$ cat config.mk
export PLATFORM = sky130hd
export DESIGN_NAME = aesd_key_sched
export DESIGN_NICKNAME = d
export VERILOG_FILES = /design/src/rtl/aesd_pkg.sv /design/src/rtl/aesd_key_sched.sv
export SDC_FILE = /design/constraint.sdc
export NUM_CORES = 2
export LEC_CHECK = 0
export BUFFER_PORTS_ARGS = -buffer_cell sky130_fd_sc_hd__buf_2
export CAP_MARGIN = 20
export CORE_AREA = 10 10 589 591
export CTS_BUF_LIST = sky130_fd_sc_hd__clkbuf_4
export DETAILED_ROUTE_END_ITERATION = 8
export DIE_AREA = 0 0 599 601
export GPL_TIMING_DRIVEN = 0
export PLACE_DENSITY = 0.4
export SLEW_MARGIN = 20
export SYNTH_ARGS = -nofsm -noshare
export SYNTH_HDL_FRONTEND = slang
export SYNTH_SLANG_ARGS = --single-unit
$ cat constraint.sdc
create_clock -name clk -period 9.8 [get_ports clk]
set_clock_uncertainty 0.15 [all_clocks]
set_input_delay 0.49 -clock clk [delete_from_list [all_inputs] [get_ports clk]]
set_output_delay 0.49 -clock clk [all_outputs]
set_load 0.005 [all_outputs]
$ cat src/rtl/aesd_pkg.sv
// ----------------------------------------------------------------------------
// aesd_pkg - shared types and GF(2^8) helpers for the AES-128 decrypt unit
// Byte k of a 128-bit block sits in bits [127-8k -: 8].
// ----------------------------------------------------------------------------
package aesd_pkg;

	typedef logic [127:0] block_t;
	typedef logic [7:0] sbox_t [256];

	localparam int NumRounds = 10;

	function automatic logic [7:0] xtime(input logic [7:0] x);
		return {x[6:0], 1'b0} ^ (x[7] ? 8'h1b : 8'h00);
	endfunction

	function automatic logic [7:0] gf_mul(input logic [7:0] a, input logic [7:0] b);
		logic [7:0] acc;
		logic [7:0] p;
		acc = 8'h00;
		p = a;
		for (int i = 0; i < 8; i++) begin
			if (b[i]) acc = acc ^ p;
			p = xtime(p);
		end
		return acc;
	endfunction

	function automatic logic [7:0] gf_inv(input logic [7:0] x);
		logic [7:0] r;
		logic [7:0] p;
		logic [7:0] e;
		r = 8'h01;
		p = x;
		e = 8'd254;
		for (int i = 0; i < 8; i++) begin
			if (e[i]) r = gf_mul(r, p);
			p = gf_mul(p, p);
		end
		return r;
	endfunction

	function automatic logic [7:0] rotl8(input logic [7:0] x, input int n);
		return (x << n) | (x >> (8 - n));
	endfunction

	// Tables are built at elaboration and read as plain lookups.
	function automatic sbox_t make_fwd_sbox();
		sbox_t t;
		logic [7:0] b;
		for (int i = 0; i < 256; i++) begin
			b = gf_inv(8'(i));
			t[i] = b ^ rotl8(b, 1) ^ rotl8(b, 2) ^ rotl8(b, 3) ^ rotl8(b, 4) ^ 8'h63;
		end
		return t;
	endfunction

	function automatic sbox_t make_inv_sub_tab();
		sbox_t t;
		logic [7:0] y;
		for (int i = 0; i < 256; i++) begin
			y = 8'(i);
			t[i] = gf_inv(rotl8(y, 1) ^ rotl8(y, 3) ^ rotl8(y, 6) ^ 8'h05);
		end
		return t;
	endfunction

	localparam sbox_t FWD_SBOX = make_fwd_sbox();
	localparam sbox_t INV_SUB_TAB = make_inv_sub_tab();

	function automatic logic [7:0] get_byte(input block_t s, input int k);
		return s[127 - 8 * k -: 8];
	endfunction

	// InvShiftRows followed by InvSubBytes
	function automatic block_t inv_rows_sub(input block_t s);
		block_t t;
		for (int r = 0; r < 4; r++) begin
			for (int c = 0; c < 4; c++) begin
				t[127 - 8 * (c * 4 + r) -: 8] =
					INV_SUB_TAB[get_byte(s, ((c - r + 4) % 4) * 4 + r)];
			end
		end
		return t;
	endfunction

	function automatic block_t inv_mix(input block_t s);
		block_t t;
		logic [7:0] a, b, c2, d;
		for (int c = 0; c < 4; c++) begin
			a = get_byte(s, c * 4);
			b = get_byte(s, c * 4 + 1);
			c2 = get_byte(s, c * 4 + 2);
			d = get_byte(s, c * 4 + 3);
			t[127 - 8 * (c * 4) -: 8] = gf_mul(a, 8'h0e) ^ gf_mul(b, 8'h0b)
				^ gf_mul(c2, 8'h0d) ^ gf_mul(d, 8'h09);
			t[127 - 8 * (c * 4 + 1) -: 8] = gf_mul(a, 8'h09) ^ gf_mul(b, 8'h0e)
				^ gf_mul(c2, 8'h0b) ^ gf_mul(d, 8'h0d);
			t[127 - 8 * (c * 4 + 2) -: 8] = gf_mul(a, 8'h0d) ^ gf_mul(b, 8'h09)
				^ gf_mul(c2, 8'h0e) ^ gf_mul(d, 8'h0b);
			t[127 - 8 * (c * 4 + 3) -: 8] = gf_mul(a, 8'h0b) ^ gf_mul(b, 8'h0d)
				^ gf_mul(c2, 8'h09) ^ gf_mul(d, 8'h0e);
		end
		return t;
	endfunction

	// One step of the AES-128 key schedule
	function automatic block_t next_round_key(input block_t w, input logic [7:0] rc);
		logic [31:0] t, n0, n1, n2, n3;
		t = {FWD_SBOX[w[23:16]] ^ rc, FWD_SBOX[w[15:8]], FWD_SBOX[w[7:0]], FWD_SBOX[w[31:24]]};
		n0 = w[127:96] ^ t;
		n1 = w[95:64] ^ n0;
		n2 = w[63:32] ^ n1;
		n3 = w[31:0] ^ n2;
		return {n0, n1, n2, n3};
	endfunction

endpackage

$ cat src/rtl/aesd_key_sched.sv
// ----------------------------------------------------------------------------
// aesd_key_sched - round key expansion
// Steps the key schedule once per cycle after a start, holding all 11 keys.
// ----------------------------------------------------------------------------
module aesd_key_sched (
	input  logic             clk,
	input  logic             arst_n,
	input  logic             start,
	input  aesd_pkg::block_t key,
	output logic             busy,
	output aesd_pkg::block_t rkeys [aesd_pkg::NumRounds + 1]
);
	import aesd_pkg::*;

	block_t     rk_q [NumRounds + 1];
	block_t     cur_q;
	block_t     nxt;
	logic [7:0] rc_q;
	logic [3:0] cnt_q;
	logic       busy_q;

	assign nxt = next_round_key(cur_q, rc_q);

	always_ff @(posedge clk or negedge arst_n) begin
		if (!arst_n) begin
			busy_q <= 1'b0;
			cnt_q  <= '0;
		end else if (start) begin
			busy_q <= 1'b1;
			cnt_q  <= 4'd1;
		end else if (busy_q) begin
			cnt_q <= cnt_q + 4'd1;
			if (cnt_q == 4'(NumRounds)) busy_q <= 1'b0;
		end
	end

	always_ff @(posedge clk) begin
		if (start) begin
			cur_q    <= key;
			rk_q[0]  <= key;
			rc_q     <= 8'h01;
		end else if (busy_q) begin
			cur_q       <= nxt;
			rk_q[cnt_q] <= nxt;
			rc_q        <= xtime(rc_q);
		end
	end

	assign busy = busy_q;
	assign rkeys = rk_q;
endmodule

==> reports/metrics.yaml <==
flow_run:
  max_cap_violations: 0
critical_path:
  reg2reg_to: "rkeys[274]"
  r2r_start: "cur_q[9]"
  worstPathRequired_ns: 10.66
  critPathArrivalTime_ns: 9.10
  cp-start-kind: "flip-flop"
  worstSetupPathType: "reg2reg"
  crit_start: "cur_q[9]"
  endpoint: "rkeys[274]"
  rr_worst_depth: 17
  ff2ff_setup_slack_ns: 1.56
  crit_path_end_kind: "flip-flop"
  path_max_fanout: 12
detailed_routing:
  drt_iter0_drc: 5509
  finalWirelength_mm: 427
  via_per_inst: 4.74
  wire_per_inst_um: 36.8
  num_vias: 55000
  drt-pass1-iter-count: 6
  ant_nets: 0
  remaining_drc_errors: 0
timing:
  tightest_slew_ns: 1.20
  post-route-period-util_pct: 84.1
  fin_tns_setup_ns: 0
  clock.fmax_mhz: 121
  final_max_slew_viol_count: 0
  rsz0062_at_grt: "false"
  setup_ws_ns: 1.56
  period_needed_ns: 8.24
  report.final.hold_viol_count: 0
  setup_violations: 0
  relSlewSlack_pct: 19.9
yosys:
  ys.warnings.count: 0
  synth_fp_nets: 4673
  synth.top_cell.area_share_pct: 70.4
  synth_area_per_cell_um2: 14.6
  synth_area_um2: 65500
  netlist_instances: 4482
  synth-edff-count: 1536
  synth_top_cell_by_area: "edfxtp_1"
  ys.flop_type: "edfxtp_1"
  ys_ff_latch: 1549
  synth.area.top_cells: "edfxtp_1 (70%), o21ai_0 (1.8%), xnor2_1 (1.5%), a21oi_1 (1.4%), nand2_1 (1.3%)"
  async_reset_ff_share_pct: 0.323
  ys_types: 116
  ys_seq_area_share_pct: 70.8
run_status:
  outcome: "complete, no violations"
clock_tree:
  ctsLongestPathBuffers: 4
  clk_pin_slew_ns: 0.06
  cts_tree: "done"
  cts_buffers: 420
  root_buffer: "clkbuf_4"
  clock_sinks: 1549
  htreeDepth: 5
  clkLatencyLatePin_ns: 1.50
final_layout:
  finalNetCount: 7065
  final_cell_mix: "buf_2 (1656), edfxtp_1 (1536), clkbuf_4 (597), dlygate4sd3_1 (259), o21ai_0 (237)"
  layout-drive-gt1-share_pct: 39.0
  final_cells: 11600
  stdcell_area_um2: 90400
  areaGrowthSynthToFinish_pct: 37.9
  fill_cells: 35300
  final_common_cell: "buf_2"
place:
  place_ws_ns: 1.62
  placed_area_um2: 82400
  gp_congestion: 0.979
  dpl.cell_count: 10600
  dpl.hpwl_mm: 328
  port_buffers: 1538
die:
  placeableCoreArea_um2: 335000
  die_width_um: 599
  die_area_um2: 360000
  die_h_um: 601
  num_rows: 213
  io_pins: 1540
  initial_core_util_pct: 19.6
grt:
  grt_pass1_wl_mm: 551
  grt_pass1_vias: 55000
  grt_overflow_total: 0
  grt_usage_pct: 22.5
  antenna_found_initial: 67
  grt_max_degree: 47
hold_path:
  min-delay-path-class: "in2reg"
-- critical path, stage by stage (launching register included) --
cell and delay, ns:
edfxtp_1 0.87, buf_2 0.37, buf_2 0.38, inv_1 0.33
ha_1 0.48, clkbuf_1 0.65, nor2b_1 0.60, o21ai_0 0.36
o311ai_1 0.18, a21oi_1 0.11, a2111oi_0 0.74, mux2i_1 0.33
xor2_4 0.36, buf_16 0.21, xnor2_1 0.11, inv_2 0.65
xnor3_1 0.57, inv_1 0.35
-- what timing repair did --
action,CTS,global route
hold buffers,259,0
endpoints found under the hold margin,261,0
setup buffers,0,0
gates resized for setup,0,0
-- cells by family after synthesis --
group                      share of synthesized area [%]
AOI/OAI and AO/OA                                   10.9
muxes                                               2.54
xor gates and xnor gates                            3.12
DFF                                                 70.8
adders and majority gates                           1.15
buffers and inverters                               2.91
and+or+nand+nor                                     8.54
-- state kept, by name, summed over array words and instances (netlist names) --
| name | count |
|---|---|
| busy | 1 |
| cnt_q | 4 |
| cur_q | 128 |
| rc_q | 8 |
| rkeys | 1408 |
-- through the flow --
step                      hold slack (ns)  util (%)
after floorplan                    0.0444         -
after global placement              0.163      23.5
after detailed placement            0.162      24.6
after CTS                          0.0251      26.9
after global routing               0.0486      27.0
final                               0.140      27.0
-- worst min path at each step --
stage,start,to,cells after the start,slack (ns)
global route,key[127],cur_q[127],3,0.05
CTS,key[127],cur_q[127],3,0.03
global placement,arst_n,cnt_q[3],1,0.16
finish,key[48],cur_q[48],4,0.14
floorplan,arst_n,busy,0,0.04
detailed placement,arst_n,busy,1,0.16
-- synth_stat cells (19+ instances only) --
library cell,number
edfxtp_1,1536
o21ai_0,238
nand2_1,230
nor2_1,192
a21oi_1,183
clkbuf_1,158
nor3_1,127
buf_2,116
xnor2_1,111
nand2b_1,105
inv_1,95
nor2b_1,93
nand3_1,89
and2_1,80
mux2_2,75
ha_1,60
a31oi_1,55
o211ai_1,48
a311oi_1,47
a211oi_1,45
o311ai_0,41
mux2i_1,39
xor2_1,35
nand4_1,24
o22ai_1,23
or2_2,23
a211o_1,22
a221oi_1,22
o221ai_1,21
o31ai_1,21
a2111oi_0,19
buf_1,19
or3_1,19
-- layer usage --
layer	part of all wire [%]	routed length, um	global-route usage, %
met5	0.036	152	0
met4	5.4	23100	10.4
met3	8.0	34000	5.50
met2	48	205000	38.0
met1	39	165000	26.9
-- layout make-up --
cell class / count / area, um^2 / area share [%]
antenna: 28 / 70.1 / 0.0775
buffer: 322 / 1550 / 1.72
clock buffer: 595 / 4470 / 4.94
clock inverter: 125 / 880 / 0.973
inverter: 108 / 405 / 0.448
multi-input combinational: 2503 / 17900 / 19.7
sequential: 1549 / 46400 / 51.3
tap: 4407 / 5510 / 6.10
timing repair buffer: 1970 / 13300 / 14.7
Power is left out: the tool's default activity adds up to more than one toggle a clock period on the data nets, which glitch-free logic cannot reach.
